===== src/pip_pkg.sv =====
`default_nettype none
package pip_pkg;
    localparam int MaxVerticesDefault = 16;
    localparam int CoordW = 16;
    localparam int SlopeW = 32;
    localparam int IcptW  = 48;
    localparam int CountW = 5;

    localparam logic [1:0] ModeLoad   = 2'd0;
    localparam logic [1:0] ModeCommit = 2'd1;
    localparam logic [1:0] ModeQuery  = 2'd2;

    typedef struct packed {
        logic [1:0] kind;
        logic       in_poly;
    } t_result;

    // Controller to datapath.
    typedef struct packed {
        logic load;
        logic cap;
        logic div_start;
        logic wr_edge;
        logic step;
        logic clr;
    } t_cmd;

    typedef struct packed {
        logic div_done;
    } t_status;
endpackage
`default_nettype wire


===== src/pip_if.sv =====
`default_nettype none
interface pip_req_if;
    logic                 valid;
    logic                 ready;
    logic [1:0]           mode;
    logic [3:0]           vertex_index;
    logic signed [15:0]   coord_x;
    logic signed [15:0]   coord_y;
    modport source (output valid, mode, vertex_index, coord_x, coord_y, input ready);
    modport sink   (input valid, mode, vertex_index, coord_x, coord_y, output ready);
endinterface

interface pip_rsp_if;
    logic       valid;
    logic       ready;
    logic [1:0] reply_kind;
    logic       inside_res;
    modport source (output valid, reply_kind, inside_res, input ready);
    modport sink   (input valid, reply_kind, inside_res, output ready);
endinterface

interface pip_cfg_if;
    logic       valid;
    logic       ready;
    logic [4:0] data;
    modport source (output valid, data, input ready);
    modport sink   (input valid, data, output ready);
endinterface
`default_nettype wire


===== src/point_in_polygon_test_top.sv =====
`default_nettype none
// Even-odd point-in-polygon test for one polygon of up to MaxVertices vertices.
// Request channel i_req: mode 0 stores a vertex, mode 1 commits the edge
// coefficients, mode 2 queries a point. Every request yields one reply on o_rsp.
// A load or unused mode presents its reply in the cycle right after acceptance.
// A query reads the vertex memories in S_QREAD and does the compare in
// S_QSTEP for each edge, then registers the answer in S_QEND.
// A commit runs the shared serial divider twice per non-horizontal edge; a
// horizontal edge skips the divider and is written in S_CDIV.
// One request is in flight at a time; the reply register holds the reply
// while the receiver stalls, and no request is taken until it is consumed.
// Configuration channel i_cfg writes vertex_count and is always ready; write
// it only while idle.
// Reset clears the count, the edge valid bits (so edges read as zero) and the
// control state. Vertex slots are undefined until loaded.
module point_in_polygon_test_top #(
    parameter int MaxVertices = pip_pkg::MaxVerticesDefault
) (
    input  wire logic  i_clk,
    input  wire logic  i_rst_n,
    pip_req_if.sink    i_req,
    pip_rsp_if.source  o_rsp,
    pip_cfg_if.sink    i_cfg
);
    import pip_pkg::*;
    localparam int IdxW = $clog2(MaxVertices);
    logic [CountW-1:0] r_count;
    t_cmd w_cmd;
    t_status w_status;
    t_result w_res;
    logic [IdxW-1:0] w_edge, w_pred;
    logic w_inside;

    assign i_cfg.ready = 1'b1;
    always_ff @(posedge i_clk) begin
        if (!i_rst_n) r_count <= '0;
        else if (i_cfg.valid) r_count <= i_cfg.data;
    end

    pip_ctrl #(.MaxVertices(MaxVertices)) u_ctrl (.i_clk, .i_rst_n,
        .i_valid(i_req.valid), .o_ready(i_req.ready), .i_mode(i_req.mode),
        .i_count(r_count), .o_cmd(w_cmd), .i_status(w_status), .o_edge(w_edge),
        .o_pred(w_pred), .i_inside(w_inside), .o_rvalid(o_rsp.valid),
        .i_rready(o_rsp.ready), .o_res(w_res));

    pip_datapath #(.MaxVertices(MaxVertices)) u_dp (.i_clk, .i_rst_n,
        .i_cmd(w_cmd), .o_status(w_status), .i_vidx(i_req.vertex_index),
        .i_cx(i_req.coord_x), .i_cy(i_req.coord_y), .i_edge(w_edge),
        .i_pred(w_pred), .o_inside(w_inside));

    assign o_rsp.reply_kind = w_res.kind;
    assign o_rsp.inside_res = w_res.in_poly;

`ifndef SYNTHESIS
    a_no_accept_busy: assert property (@(posedge i_clk) disable iff (!i_rst_n)
        o_rsp.valid |-> !i_req.ready) else $error("request taken with reply pending");
    a_inside_query: assert property (@(posedge i_clk) disable iff (!i_rst_n)
        (o_rsp.valid && o_rsp.reply_kind != ModeQuery) |-> !o_rsp.inside_res)
        else $error("inside set on non-query reply");
`endif
endmodule
`default_nettype wire


===== src/pip_ram.sv =====
`default_nettype none
module pip_ram #(
    parameter int Width = 16,
    parameter int Depth = 16
) (
    input  wire logic                     i_clk,
    input  wire logic                     i_we,
    input  wire logic [$clog2(Depth)-1:0] i_waddr,
    input  wire logic [Width-1:0]         i_wdata,
    input  wire logic [$clog2(Depth)-1:0] i_raddr,
    output logic      [Width-1:0]         o_rdata
);
    logic [Width-1:0] r_mem [Depth];
    always_ff @(posedge i_clk) begin
        if (i_we) begin
            r_mem[i_waddr] <= i_wdata;
        end
        o_rdata <= r_mem[i_raddr];
    end
endmodule
`default_nettype wire


===== src/pip_div.sv =====
`default_nettype none
// Restoring signed divider, one quotient bit per cycle, truncating toward zero.
module pip_div #(
    parameter int NumW = 40,
    parameter int DenW = 17
) (
    input  wire logic                   i_clk,
    input  wire logic                   i_rst_n,
    input  wire logic                   i_start,
    input  wire logic signed [NumW-1:0] i_num,
    input  wire logic signed [DenW-1:0] i_den,
    output logic                        o_done,
    output logic signed [NumW-1:0]      o_quot
);
    localparam int CntW = $clog2(NumW + 1);
    logic [NumW-1:0] r_q, n_q;
    logic [DenW:0]   r_rem, n_rem;
    logic [DenW-1:0] r_d;
    logic            r_neg;
    logic [CntW-1:0] r_cnt;
    logic            r_busy;
    logic [DenW:0]   w_trial;

    always_comb begin
        w_trial = {r_rem[DenW-1:0], r_q[NumW-1]} - {1'b0, r_d};
        if (!w_trial[DenW]) begin
            n_rem = w_trial;
            n_q   = {r_q[NumW-2:0], 1'b1};
        end else begin
            n_rem = {r_rem[DenW-1:0], r_q[NumW-1]};
            n_q   = {r_q[NumW-2:0], 1'b0};
        end
    end

    always_ff @(posedge i_clk) begin
        if (!i_rst_n) begin
            r_busy <= 1'b0;
            o_done <= 1'b0;
            r_cnt  <= '0;
        end else begin
            o_done <= 1'b0;
            if (i_start) begin
                r_busy <= 1'b1;
                r_cnt  <= CntW'(NumW);
                r_q    <= i_num[NumW-1] ? -i_num : i_num;
                r_d    <= i_den[DenW-1] ? -i_den : i_den;
                r_neg  <= i_num[NumW-1] ^ i_den[DenW-1];
                r_rem  <= '0;
            end else if (r_busy) begin
                r_q   <= n_q;
                r_rem <= n_rem;
                r_cnt <= r_cnt - 1'b1;
                if (r_cnt == CntW'(1)) begin
                    r_busy <= 1'b0;
                    o_done <= 1'b1;
                end
            end
        end
    end
    assign o_quot = r_neg ? -$signed(r_q) : $signed(r_q);
endmodule
`default_nettype wire


===== src/pip_datapath.sv =====
`default_nettype none
module pip_datapath #(
    parameter int MaxVertices = pip_pkg::MaxVerticesDefault
) (
    input  wire logic                 i_clk,
    input  wire logic                 i_rst_n,
    input  wire pip_pkg::t_cmd        i_cmd,
    output pip_pkg::t_status          o_status,
    input  wire logic [3:0]           i_vidx,
    input  wire logic signed [15:0]   i_cx,
    input  wire logic signed [15:0]   i_cy,
    input  wire logic [$clog2(MaxVertices)-1:0] i_edge,
    input  wire logic [$clog2(MaxVertices)-1:0] i_pred,
    output logic                      o_inside
);
    import pip_pkg::*;
    localparam int IdxW = $clog2(MaxVertices);

    logic [CoordW-1:0] w_x_cur, w_y_cur, w_x_prv, w_y_prv;
    logic [SlopeW-1:0] w_slope;
    logic [IcptW-1:0]  w_icpt;
    logic [MaxVertices-1:0] r_evalid;
    logic              w_vwe;
    logic signed [39:0] w_num, w_q1, w_q2;
    logic               w_d1, w_d2;
    logic signed [16:0] w_dy;
    logic signed [16:0] w_dx;
    logic               r_phase2;
    logic signed [SlopeW-1:0] r_slope_res;
    logic signed [IcptW-1:0]  w_icpt_res;

    assign w_vwe = i_cmd.load && ({3'b0, i_vidx} < 7'(MaxVertices));

    pip_ram #(.Width(CoordW), .Depth(MaxVertices)) u_xc (.i_clk, .i_we(w_vwe),
        .i_waddr(IdxW'(i_vidx)), .i_wdata(i_cx), .i_raddr(i_edge), .o_rdata(w_x_cur));
    pip_ram #(.Width(CoordW), .Depth(MaxVertices)) u_yc (.i_clk, .i_we(w_vwe),
        .i_waddr(IdxW'(i_vidx)), .i_wdata(i_cy), .i_raddr(i_edge), .o_rdata(w_y_cur));
    pip_ram #(.Width(CoordW), .Depth(MaxVertices)) u_xp (.i_clk, .i_we(w_vwe),
        .i_waddr(IdxW'(i_vidx)), .i_wdata(i_cx), .i_raddr(i_pred), .o_rdata(w_x_prv));
    pip_ram #(.Width(CoordW), .Depth(MaxVertices)) u_yp (.i_clk, .i_we(w_vwe),
        .i_waddr(IdxW'(i_vidx)), .i_wdata(i_cy), .i_raddr(i_pred), .o_rdata(w_y_prv));

    assign w_dx = 17'($signed(w_x_prv)) - 17'($signed(w_x_cur));
    assign w_dy = 17'($signed(w_y_prv)) - 17'($signed(w_y_cur));

    // Phase one divides dx*65536 by dy, phase two divides y1*dx*256 by dy.
    logic signed [39:0] r_num;
    logic               r_go;
    assign w_num = (40'($signed(w_y_cur)) * 40'(w_dx)) <<< 8;
    pip_div #(.NumW(40), .DenW(17)) u_div (.i_clk, .i_rst_n, .i_start(r_go),
        .i_num(r_num), .i_den(w_dy), .o_done(w_d1), .o_quot(w_q1));
    assign w_d2 = w_d1;
    assign w_q2 = w_q1;

    assign w_icpt_res = (w_dy == '0) ? IcptW'($signed(w_x_cur)) <<< 8
                      : (IcptW'($signed(w_x_cur)) <<< 8) - IcptW'(w_q2);

    logic w_wr;
    assign w_wr = (w_dy == '0) ? i_cmd.wr_edge : (w_d2 && r_phase2);

    always_ff @(posedge i_clk) begin
        if (!i_rst_n) begin
            r_phase2 <= 1'b0;
            r_go     <= 1'b0;
            r_evalid <= '0;
        end else begin
            r_go <= 1'b0;
            if (i_cmd.div_start && w_dy != '0) begin
                r_phase2 <= 1'b0;
                r_num    <= 40'(w_dx) <<< 16;
                r_go     <= 1'b1;
            end else if (w_d1 && !r_phase2) begin
                if (w_q1 > 40'sd2147483647) r_slope_res <= 32'h7fffffff;
                else if (w_q1 < -40'sd2147483648) r_slope_res <= 32'h80000000;
                else r_slope_res <= SlopeW'(w_q1);
                r_phase2 <= 1'b1;
                r_num    <= w_num;
                r_go     <= 1'b1;
            end
            if (w_wr) begin
                r_evalid[i_edge] <= 1'b1;
            end
        end
    end

    pip_ram #(.Width(SlopeW), .Depth(MaxVertices)) u_sl (.i_clk, .i_we(w_wr),
        .i_waddr(i_edge), .i_wdata((w_dy == '0) ? '0 : r_slope_res),
        .i_raddr(i_edge), .o_rdata(w_slope));
    pip_ram #(.Width(IcptW), .Depth(MaxVertices)) u_ic (.i_clk, .i_we(w_wr),
        .i_waddr(i_edge), .i_wdata(w_icpt_res), .i_raddr(i_edge), .o_rdata(w_icpt));

    assign o_status.div_done = w_wr;

    // Query: y*slope + intercept*256 < x*65536, at 57 bits.
    logic signed [15:0] r_px, r_py;
    logic signed [56:0] w_lhs, w_rhs;
    logic               w_cross, r_inside, r_evok;
    assign r_evok = r_evalid[i_edge];
    assign w_lhs = 57'(r_py) * 57'($signed(r_evok ? w_slope : '0))
                 + (57'($signed(r_evok ? w_icpt : '0)) <<< 8);
    assign w_rhs = 57'(r_px) <<< 16;
    assign w_cross = (($signed(w_y_cur) < r_py) && ($signed(w_y_prv) >= r_py)) ||
                     (($signed(w_y_prv) < r_py) && ($signed(w_y_cur) >= r_py));

    always_ff @(posedge i_clk) begin
        if (!i_rst_n) begin
            r_inside <= 1'b0;
        end else if (i_cmd.clr) begin
            r_inside <= 1'b0;
        end else if (i_cmd.step && w_cross && (w_lhs < w_rhs)) begin
            r_inside <= ~r_inside;
        end
        if (i_cmd.cap) begin
            r_px <= i_cx;
            r_py <= i_cy;
        end
    end
    assign o_inside = r_inside;
endmodule
`default_nettype wire


===== src/pip_ctrl.sv =====
`default_nettype none
module pip_ctrl #(
    parameter int MaxVertices = pip_pkg::MaxVerticesDefault
) (
    input  wire logic                 i_clk,
    input  wire logic                 i_rst_n,
    input  wire logic                 i_valid,
    output logic                      o_ready,
    input  wire logic [1:0]           i_mode,
    input  wire logic [4:0]           i_count,
    output pip_pkg::t_cmd             o_cmd,
    input  wire pip_pkg::t_status     i_status,
    output logic [$clog2(MaxVertices)-1:0] o_edge,
    output logic [$clog2(MaxVertices)-1:0] o_pred,
    input  wire logic                 i_inside,
    output logic                      o_rvalid,
    input  wire logic                 i_rready,
    output pip_pkg::t_result          o_res
);
    import pip_pkg::*;
    localparam int IdxW = $clog2(MaxVertices);
    typedef enum logic [2:0] {S_IDLE, S_CREAD, S_CGO, S_CDIV, S_QREAD, S_QSTEP,
                              S_QEND} t_state;
    t_state r_state;
    logic [IdxW:0] w_n;
    logic [IdxW-1:0] r_edge;
    logic [1:0] r_kind;

    assign w_n = ({2'b0, i_count} > 7'(MaxVertices)) ? (IdxW+1)'(MaxVertices)
                                                     : (IdxW+1)'(i_count);
    assign o_edge = r_edge;
    assign o_pred = (r_edge == '0) ? IdxW'(w_n - 1'b1) : r_edge - 1'b1;
    assign o_ready = (r_state == S_IDLE) && !o_rvalid;

    // The vertex memories have a registered read, so the divider start is issued
    // from S_CGO, after S_CREAD has read the vertices of the edge.
    always_comb begin
        o_cmd = '0;
        o_cmd.load = i_valid && o_ready && (i_mode == ModeLoad);
        o_cmd.cap  = i_valid && o_ready;
        o_cmd.clr  = i_valid && o_ready;
        o_cmd.div_start = (r_state == S_CGO);
        o_cmd.wr_edge = (r_state == S_CDIV);
        o_cmd.step = (r_state == S_QSTEP);
    end

    always_ff @(posedge i_clk) begin
        if (!i_rst_n) begin
            r_state  <= S_IDLE;
            o_rvalid <= 1'b0;
            r_edge   <= '0;
            r_kind   <= '0;
            o_res    <= '0;
        end else begin
            if (o_rvalid && i_rready) o_rvalid <= 1'b0;
            case (r_state)
                S_IDLE: begin
                    if (i_valid && o_ready) begin
                        r_edge <= '0;
                        r_kind <= i_mode;
                        if (i_mode == ModeCommit && w_n != '0) r_state <= S_CREAD;
                        else if (i_mode == ModeQuery && w_n != '0) r_state <= S_QREAD;
                        else begin
                            o_res    <= '{kind: i_mode, in_poly: 1'b0};
                            o_rvalid <= 1'b1;
                        end
                    end
                end
                S_CREAD: r_state <= S_CGO;
                S_CGO: r_state <= S_CDIV;
                S_CDIV: begin
                    if (i_status.div_done) begin
                        if ((IdxW+1)'(r_edge) + 1'b1 == w_n) begin
                            o_res    <= '{kind: r_kind, in_poly: 1'b0};
                            o_rvalid <= 1'b1;
                            r_state  <= S_IDLE;
                        end else begin
                            r_edge  <= r_edge + 1'b1;
                            r_state <= S_CREAD;
                        end
                    end
                end
                S_QREAD: r_state <= S_QSTEP;
                S_QSTEP: begin
                    if ((IdxW+1)'(r_edge) + 1'b1 == w_n) r_state <= S_QEND;
                    else begin
                        r_edge  <= r_edge + 1'b1;
                        r_state <= S_QREAD;
                    end
                end
                S_QEND: begin
                    o_res    <= '{kind: r_kind, in_poly: i_inside};
                    o_rvalid <= 1'b1;
                    r_state  <= S_IDLE;
                end
                default: r_state <= S_IDLE;
            endcase
        end
    end
endmodule
`default_nettype wire

===== src/flat_wrapper.sv =====
// flat-port wrapper written by rule: the top's interface ports become plain ports
module point_in_polygon_test_top_flat import pip_pkg::*;
#(
    parameter int MaxVertices = pip_pkg::MaxVerticesDefault
)
  (i_clk, i_rst_n, i_req_valid, i_req_mode, i_req_vertex_index, i_req_coord_x, i_req_coord_y, i_req_ready, o_rsp_valid, o_rsp_reply_kind, o_rsp_inside_res, o_rsp_ready, i_cfg_valid, i_cfg_data, i_cfg_ready);
  pip_req_if i_req_i ();
  pip_rsp_if o_rsp_i ();
  pip_cfg_if i_cfg_i ();
  input  wire logic i_clk;
  input  wire logic i_rst_n;
  input wire logic [$bits(i_req_i.valid)-1:0] i_req_valid;
  input wire logic [$bits(i_req_i.mode)-1:0] i_req_mode;
  input wire logic [$bits(i_req_i.vertex_index)-1:0] i_req_vertex_index;
  input wire logic [$bits(i_req_i.coord_x)-1:0] i_req_coord_x;
  input wire logic [$bits(i_req_i.coord_y)-1:0] i_req_coord_y;
  output wire logic [$bits(i_req_i.ready)-1:0] i_req_ready;
  output wire logic [$bits(o_rsp_i.valid)-1:0] o_rsp_valid;
  output wire logic [$bits(o_rsp_i.reply_kind)-1:0] o_rsp_reply_kind;
  output wire logic [$bits(o_rsp_i.inside_res)-1:0] o_rsp_inside_res;
  input wire logic [$bits(o_rsp_i.ready)-1:0] o_rsp_ready;
  input wire logic [$bits(i_cfg_i.valid)-1:0] i_cfg_valid;
  input wire logic [$bits(i_cfg_i.data)-1:0] i_cfg_data;
  output wire logic [$bits(i_cfg_i.ready)-1:0] i_cfg_ready;
  assign i_req_i.valid = i_req_valid;
  assign i_req_i.mode = i_req_mode;
  assign i_req_i.vertex_index = i_req_vertex_index;
  assign i_req_i.coord_x = i_req_coord_x;
  assign i_req_i.coord_y = i_req_coord_y;
  assign i_req_ready = i_req_i.ready;
  assign o_rsp_valid = o_rsp_i.valid;
  assign o_rsp_reply_kind = o_rsp_i.reply_kind;
  assign o_rsp_inside_res = o_rsp_i.inside_res;
  assign o_rsp_i.ready = o_rsp_ready;
  assign i_cfg_i.valid = i_cfg_valid;
  assign i_cfg_i.data = i_cfg_data;
  assign i_cfg_ready = i_cfg_i.ready;
  point_in_polygon_test_top #(.MaxVertices(MaxVertices)) u_core (.i_clk(i_clk), .i_rst_n(i_rst_n), .i_req(i_req_i), .o_rsp(o_rsp_i), .i_cfg(i_cfg_i));
endmodule

===== config.mk =====
export PLATFORM = sky130hd
export DESIGN_NAME = point_in_polygon_test_top_flat
export DESIGN_NICKNAME = d
export VERILOG_FILES = /design/src/pip_pkg.sv /design/src/pip_if.sv /design/src/point_in_polygon_test_top.sv /design/src/pip_ram.sv /design/src/pip_div.sv /design/src/pip_datapath.sv /design/src/pip_ctrl.sv /design/src/flat_wrapper.sv
export SDC_FILE = /design/constraint.sdc
export NUM_CORES = 2
export LEC_CHECK = 0
export ABC_AREA = 0
export BUFFER_PORTS_ARGS = -buffer_cell sky130_fd_sc_hd__buf_2
export CAP_MARGIN = 10
export CORE_ASPECT_RATIO = 1.5
export CORE_MARGIN = 2
export CORE_UTILIZATION = 50
export CTS_CLUSTER_SIZE = 10
export DETAILED_ROUTE_END_ITERATION = 8
export MAX_ROUTING_LAYER = met4
export PLACE_DENSITY = 0.65
export SLEW_MARGIN = 40
export SYNTH_ARGS = -nofsm -noshare
export SYNTH_HDL_FRONTEND = slang
export SYNTH_SLANG_ARGS = --single-unit

===== constraint.sdc =====
create_clock -name i_clk -period 12.2 [get_ports i_clk]
set_clock_uncertainty 0.2 [all_clocks]
set_input_delay 1.22 -clock i_clk [delete_from_list [all_inputs] [get_ports i_clk]]
set_output_delay 1.22 -clock i_clk [all_outputs]
set_load 0.01 [all_outputs]

Word level (Yosys, flattened, before mapping)
Memories as Yosys holds them, arrays and structs flattened. A register that Yosys moved wholly into a read port is not among the register bits.
Cells that the tools add are included.

word-level totals
  register bits after elaboration = 216
  memory bits (writable) = 2304
  output and inout bits = 6
  memories = 6

memory list
  name                    words  bits a word  read ports  clocked after memory_dff  wr ports  RTL line       text
  u_core.u_dp.u_ic.r_mem  16     48           1           1                         1         pip_ram.sv:13  logic [Width-1:0] r_mem [Depth];
  u_core.u_dp.u_sl.r_mem  16     32           1           1                         1         pip_ram.sv:13
  u_core.u_dp.u_xc.r_mem  16     16           1           1                         1         pip_ram.sv:13
  u_core.u_dp.u_xp.r_mem  16     16           1           1                         1         pip_ram.sv:13
  u_core.u_dp.u_yc.r_mem  16     16           1           1                         1         pip_ram.sv:13
  u_core.u_dp.u_yp.r_mem  16     16           1           1                         1         pip_ram.sv:13

cells by class
  add/sub/neg operators = 13
  $mul = 2
  magnitude comparators = 10
  equality and inequality tests = 16
  multiplexer cells = 58
  bitwise gates (word level) = 6
  reductions and logical operators = 39

operators by type and width
  cell                                                                            number
  40-bit two-way mux                                                              6
  32-bit two-way mux                                                              3
  48-bit two-way mux                                                              2
  40-bit negation                                                                 2
  48-bit by 56-bit adder with 57-bit output                                       1
  57-bit by 32-bit less-than comparator with 1-bit output                         1
  16-bit by 32-bit multiplier with 48-bit output                                  1
  24-bit by 40-bit subtractor with 41-bit output                                  1
  40-bit by 32-bit > comparator with 1-bit output, second input constant          1
  40-bit by 32-bit less-than comparator with 1-bit output, second input constant  1
  17-bit two-way mux                                                              2
  16-bit by 16-bit subtractor with 17-bit output                                  2
  16-bit >= comparator                                                            2
  16-bit less-than comparator                                                     2
  16-bit by 17-bit multiplier with 32-bit output                                  1
  3-bit two-way mux                                                               9
  1-bit two-way mux                                                               21
  3-bit one-hot mux with 6 select lines                                           1
  18-bit by 17-bit subtractor with 18-bit output                                  1
  17-bit logical NOT                                                              1
  17-bit negation                                                                 1
  17-bit nonzero test                                                             1
  16-bit two-way mux                                                              1
  4-bit two-way mux                                                               4
  42 further kinds                                                                76

Longest topological paths before layout
  word-level depth = 8
  depth in mapped cells = 40
  gate-level depth less buffers = 38

Modules after synthesis
A second synthesis with hierarchy kept.

unflattened totals
  cell total of the unflattened synthesis = 9105
  area, all modules = 137171.6 µm²

modules (own cells, without submodules)
  module                           times used  cells an instance  area an instance (µm²)
  pip_datapath                     1           4470               39977.1
  pip_ram at u_core.u_dp.u_xp ...  3           432                10043.4
  pip_ram at u_core.u_dp.u_ic      1           1242               29691.0
  pip_ram at u_core.u_dp.u_sl      1           838                19835.3
  pip_ram at u_core.u_dp.u_xc      1           432                10042.1
  pip_div                          1           651                6082.1
  pip_ctrl                         1           158                1209.9
  point_in_polygon_test_top        1           18                 203.9

Worst setup path before layout
OpenSTA, ideal clock, no wires.

  path kind = register to register
  from = reg u_core.u_ctrl.r_edge[2], in the netlist u_core.u_ctrl.o_edge[2]
  to = reg u_core.u_dp.r_inside, in the netlist u_core.u_dp.o_inside
  library setup time = 0.072 ns
  data arrival time = 9.761 ns
  path slack = 2.167 ns
  stages on the path, launching flop included = 36
  buffers on the path = 4
  cells stage by stage = dfxtp_1 > buf_2 > mux4_2 > mux4_2 > clkbuf_1 > clkbuf_1 > clkbuf_1 > and3_1 > fa_1 > fa_1 > inv_1 > fa_1 > inv_1 > fa_1 > inv_1 > fa_1 > fa_1 > inv_1 > ha_1 > and3_1 > and3_1 > nand4_1 > or4b_2 > o21ai_1 > a2111o_1 > a31oi_2 > a31o_2 > ha_1 > nand4_1 > nor4_1 > nand2_1 > nor2_1 > a2bb2oi_1 > a31o_2 > a21oi_1 > mux2i_1

on the way
  longest elaborated chain between the ends = 7

RTL lines
  what                                                       RTL line             text
  start, declared                                            pip_ctrl.sv:26       logic [IdxW-1:0] r_edge;
  start signal, assigned                                     pip_ctrl.sv:78       r_edge <= r_edge + 1'b1;
  start signal, assigned                                     pip_ctrl.sv:87       r_edge <= r_edge + 1'b1;
  1-bit binary-select mux with 4-bit select *                pip_datapath.sv:98   assign r_evok = r_evalid[i_edge];
  1-bit two-way mux (not written as such) *                  pip_datapath.sv:98
  32-bit two-way mux                                         pip_datapath.sv:99   assign w_lhs = 57'(r_py) * 57'($signed(r_evok ? w_slope : '0))
  16-bit by 32-bit multiplier with 48-bit output             pip_datapath.sv:99
  48-bit by 56-bit adder with 57-bit output *                pip_datapath.sv:100  + (57'($signed(r_evok ? w_icpt : '0)) <<< 8);
  57-bit by 32-bit less-than comparator with 1-bit output *  pip_datapath.sv:110  end else if (i_cmd.step && w_cross && (w_lhs < w_rhs)) begin
  1-bit logical AND *                                        pip_datapath.sv:110
  end signal, assigned                                       pip_datapath.sv:111  r_inside <= ~r_inside;
  end, declared                                              pip_datapath.sv:97   logic w_cross, r_inside, r_evok;

Every way passes the cells marked *; elsewhere a longest branch is shown, timed or not. The select of a mux whose other input is x is not followed.
A chain may end at the register's enable or synchronous reset.

Worst setup path in the final report
Same ends and word-level chain as after synthesis.

==> flow_summary.json <==
{
  "vias": 67900,
  "grt_max_degree": 121,
  "fp.dieW_um": 397,
  "worst_path_most_repeated_cell": "fa_1",
  "critPathKind": "flop to flop",
  "avgRoutedWirePerCell_um": 28.4,
  "synth_fp_nets": 9081,
  "critPathTopFamily": "adder cells",
  "maxCapViolCount": 0,
  "fillCellCount": 18400,
  "drc": 0,
  "cts_resized": 0,
  "period_minus_slack_ps": 11420,
  "synth.distinct_cells": 87,
  "arrival_ps": 11980,
  "clock_latency_ps": 910,
  "grt_pass1_vias": 72000,
  "outcome": "complete, no violations",
  "coreArea_um2": 230000,
  "clkTransAtPathRegs_ps": 60,
  "h-tree-depth": 4,
  "viasPerCell": 6.06,
  "hold_path_startpoint": "u_core.u_dp.r_evalid[5]$_SDFFE_PN0P_",
  "drt-initial-drc-count": 6202,
  "async_flop_share_pct": 0,
  "timing.hold.ws_ps": 268,
  "hold_violations": 0,
  "crit_required_ps": 12760,
  "syn_to_final_growth_pct": 10.2,
  "yosys_most_used_dff": "edfxtp_1",
  "clockBufferDepth": 4,
  "start_util_pct": 50.2,
  "clock.fmax_mhz": 87.6,
  "startpoint": "u_core.u_ctrl.o_edge[2]$_SDFFE_PN0P_",
  "routabilityCongestion": 0.960,
  "antenna_left": 0,
  "synth_area_per_cell_um2": 14.8,
  "crit_path_max_incr_delay_ps": 780,
  "placed_area_um2": 120000,
  "yosys.area.top_type_share_pct": 48.1,
  "mostFrequentLayoutCells": "edfxtp_1 (1851), inv_1 (1035), fa_1 (817), mux4_2 (689), nand2_1 (594)",
  "rsz0062_at_grt": "no",
  "final_nets": 9201,
  "end_kind": "flop",
  "grt_pass1_wl_um": 470000,
  "hold_end": "u_core.u_dp.r_evalid[5]$_SDFFE_PN0P_",
  "cp-start-kind": "flop",
  "report.final.slew_viol_count": 0,
  "syn_inst": 7837,
  "fin_tns_setup_ps": 0,
  "die_y_um": 593,
  "hpwl_um": 218000,
  "r2r-end": "u_core.u_dp.o_inside$_SDFFE_PP0P_",
  "hp-class": "flop to flop",
  "path_max_fanout": 67,
  "yosys_warnings": 0,
  "drt_pass1_iterations": 5,
  "postCtsSetupRepairBufs": 0,
  "io_buffers": 52,
  "timing.rr.start": "u_core.u_ctrl.o_edge[2]$_SDFFE_PN0P_",
  "ys_seq_area_share_pct": 51.2,
  "slew_headroom_pct": 39.3,
  "ff2ff_setup_slack_ps": 780,
  "synth_area_um2": 116000,
  "antenna_found_initial": 19,
  "worst_slew_pin_slew_ps": 909,
  "cts_made_buffers": 232,
  "grt_overflow": 0,
  "drive_gt1_share_pct": 16.6,
  "cts_root_buf": "clkbuf_16",
  "worst_slack_ps": 780,
  "place_ws_ps": 735,
  "r2r_cells": 36,
  "netlist_top_cells_area": "edfxtp_1 (48%), fa_1 (14%), mux4_2 (13%)",
  "crit_slowest_cell": "mux4_4",
  "setup-violations-final": 0,
  "cts_num_sinks": 2033,
  "num_rows": 216,
  "dieArea_um2": 235000,
  "period_share_pct": 93.6,
  "num_io_pins": 54,
  "min_path_cells": 1,
  "synth_edf_count": 1851,
  "final_common_cell": "edfxtp_1",
  "finalInstanceArea_um2": 127000,
  "synth-seq-cells": 2033,
  "hold_buffers": 0,
  "cts_tree": "done",
  "yosys.area.top_type": "edfxtp_1",
  "cp.buffers_inverters": 6,
  "grt_usage_pct": 28.2,
  "wl_um": 318000
}
metal layers:
metal / vias to the layer above / routed length (um) / global-route usage [%] / share of wire (%)
li1: 28500 / - / - / -
met1: 35800 / 111000 / 32.0 / 35
met2: 2806 / 169000 / 49.5 / 53
met3: 860 / 19000 / 3.19 / 6.0
met4: 0 / 19500 / 14.5 / 6.1
met5: - / 0 / - / 0
cell usage after synthesis (all sizes together), types with 6 or more instances:
| master | number |
|---|---|
| or4b | 6 |
| o22ai | 7 |
| a211oi | 22 |
| o311ai | 6 |
| nand4b | 7 |
| o21a | 47 |
| ha | 378 |
| o41ai | 16 |
| or4 | 11 |
| nor3b | 7 |
| dfxtp | 182 |
| clkbuf | 294 |
| a21o | 84 |
| buf | 74 |
| inv | 1039 |
| nor2b | 79 |
| nand4 | 31 |
| nor2 | 259 |
| a21oi | 150 |
| nand2 | 595 |
| o31ai | 28 |
| fa | 818 |
| nand2b | 47 |
| mux2i | 29 |
| nor4 | 15 |
| nand3 | 52 |
| o21bai | 15 |
| a221oi | 8 |
| nor3 | 61 |
| xnor2 | 102 |
| o21ai | 175 |
| or2 | 7 |
| a311oi | 8 |
| edfxtp | 1851 |
| and2 | 162 |
| a21boi | 14 |
| nand3b | 10 |
| a31o | 10 |
| and3 | 197 |
| o211ai | 9 |
| mux4 | 690 |
| a211o | 7 |
| xor2 | 122 |
| a31oi | 27 |
| or3 | 26 |
stage by stage:
stage / instances / util, %
floorplan: 7837 / -
global placement: 10800 / 52.2
detailed placement: 10800 / 52.3
CTS: 11200 / 55.2
global route: 11200 / 55.3
finish: 11200 / 55.3
how the worst max path moves through the flow:
stage / end / slack (ps) / cells past startpoint
floorplan: u_core.u_dp.o_inside$_SDFFE_PP0P_ / 2170 / 35
global placement: u_core.u_dp.o_inside$_SDFFE_PP0P_ / 940 / 35
detailed placement: u_core.u_dp.o_inside$_SDFFE_PP0P_ / 730 / 35
CTS: u_core.u_dp.o_inside$_SDFFE_PP0P_ / 620 / 35
global route: u_core.u_dp.o_inside$_SDFFE_PP0P_ / 360 / 38
finish: u_core.u_dp.o_inside$_SDFFE_PP0P_ / 780 / 36
flip-flops by register name, summed over array words and instances (netlist names), 17 cells and up:
signal and cells:
u_core.u_dp.u_ic.r_mem 656, u_core.u_dp.u_sl.r_mem 512, u_core.u_dp.u_xp.r_mem 256, u_core.u_dp.u_yp.r_mem 192, u_core.u_dp.u_yc.r_mem 64, u_core.u_dp.u_ic.o_rdata 41
u_core.u_dp.u_div.r_q 40, u_core.u_dp.r_num 32, u_core.u_dp.r_slope_res 32, u_core.u_dp.u_sl.o_rdata 32, u_core.u_dp.u_div.r_d 17, u_core.u_dp.u_div.r_rem 17
cells by family after synthesis:
logic type / Yosys count / share of synthesized area, %
flip-flops: 2033 / 51.2
AND/OR/NAND/NOR: 1583 / 6.71
buffers and inverters: 1409 / 4.60
adder cells (fa/ha/maj): 1196 / 18.3
multiplexers: 724 / 13.7
AO/OA/AOI/OAI: 667 / 3.76
XOR/XNOR: 224 / 1.70
other: 1 / 0.00324
worst register-to-register path, delay by kind of cell, from the launching register on:
family	cells	cell delay, ps
adders and majority gates	8	3540
AOI/OAI and AO/OA	11	2850
muxes	3	1580
and+or+nand+nor	7	1540
buffers and inverters	6	910
DFF	1	570
xor gates and xnor gates	1	110
area by class of cell:
cell class,count,area (um^2),share of cell area [%]
inverter,1041,3920,3.08
multi-input combinational,4395,51600,40.5
timing repair buffer,254,2100,1.65
sequential,2033,59200,46.5
clock inverter,10,201,0.158
clock buffer,408,6540,5.13
tap,3052,3820,3.00
antenna,12,30.0,0.0236
Power is left out: the tool's default activity adds up to more than one toggle a clock period on the data nets, which glitch-free logic cannot reach.
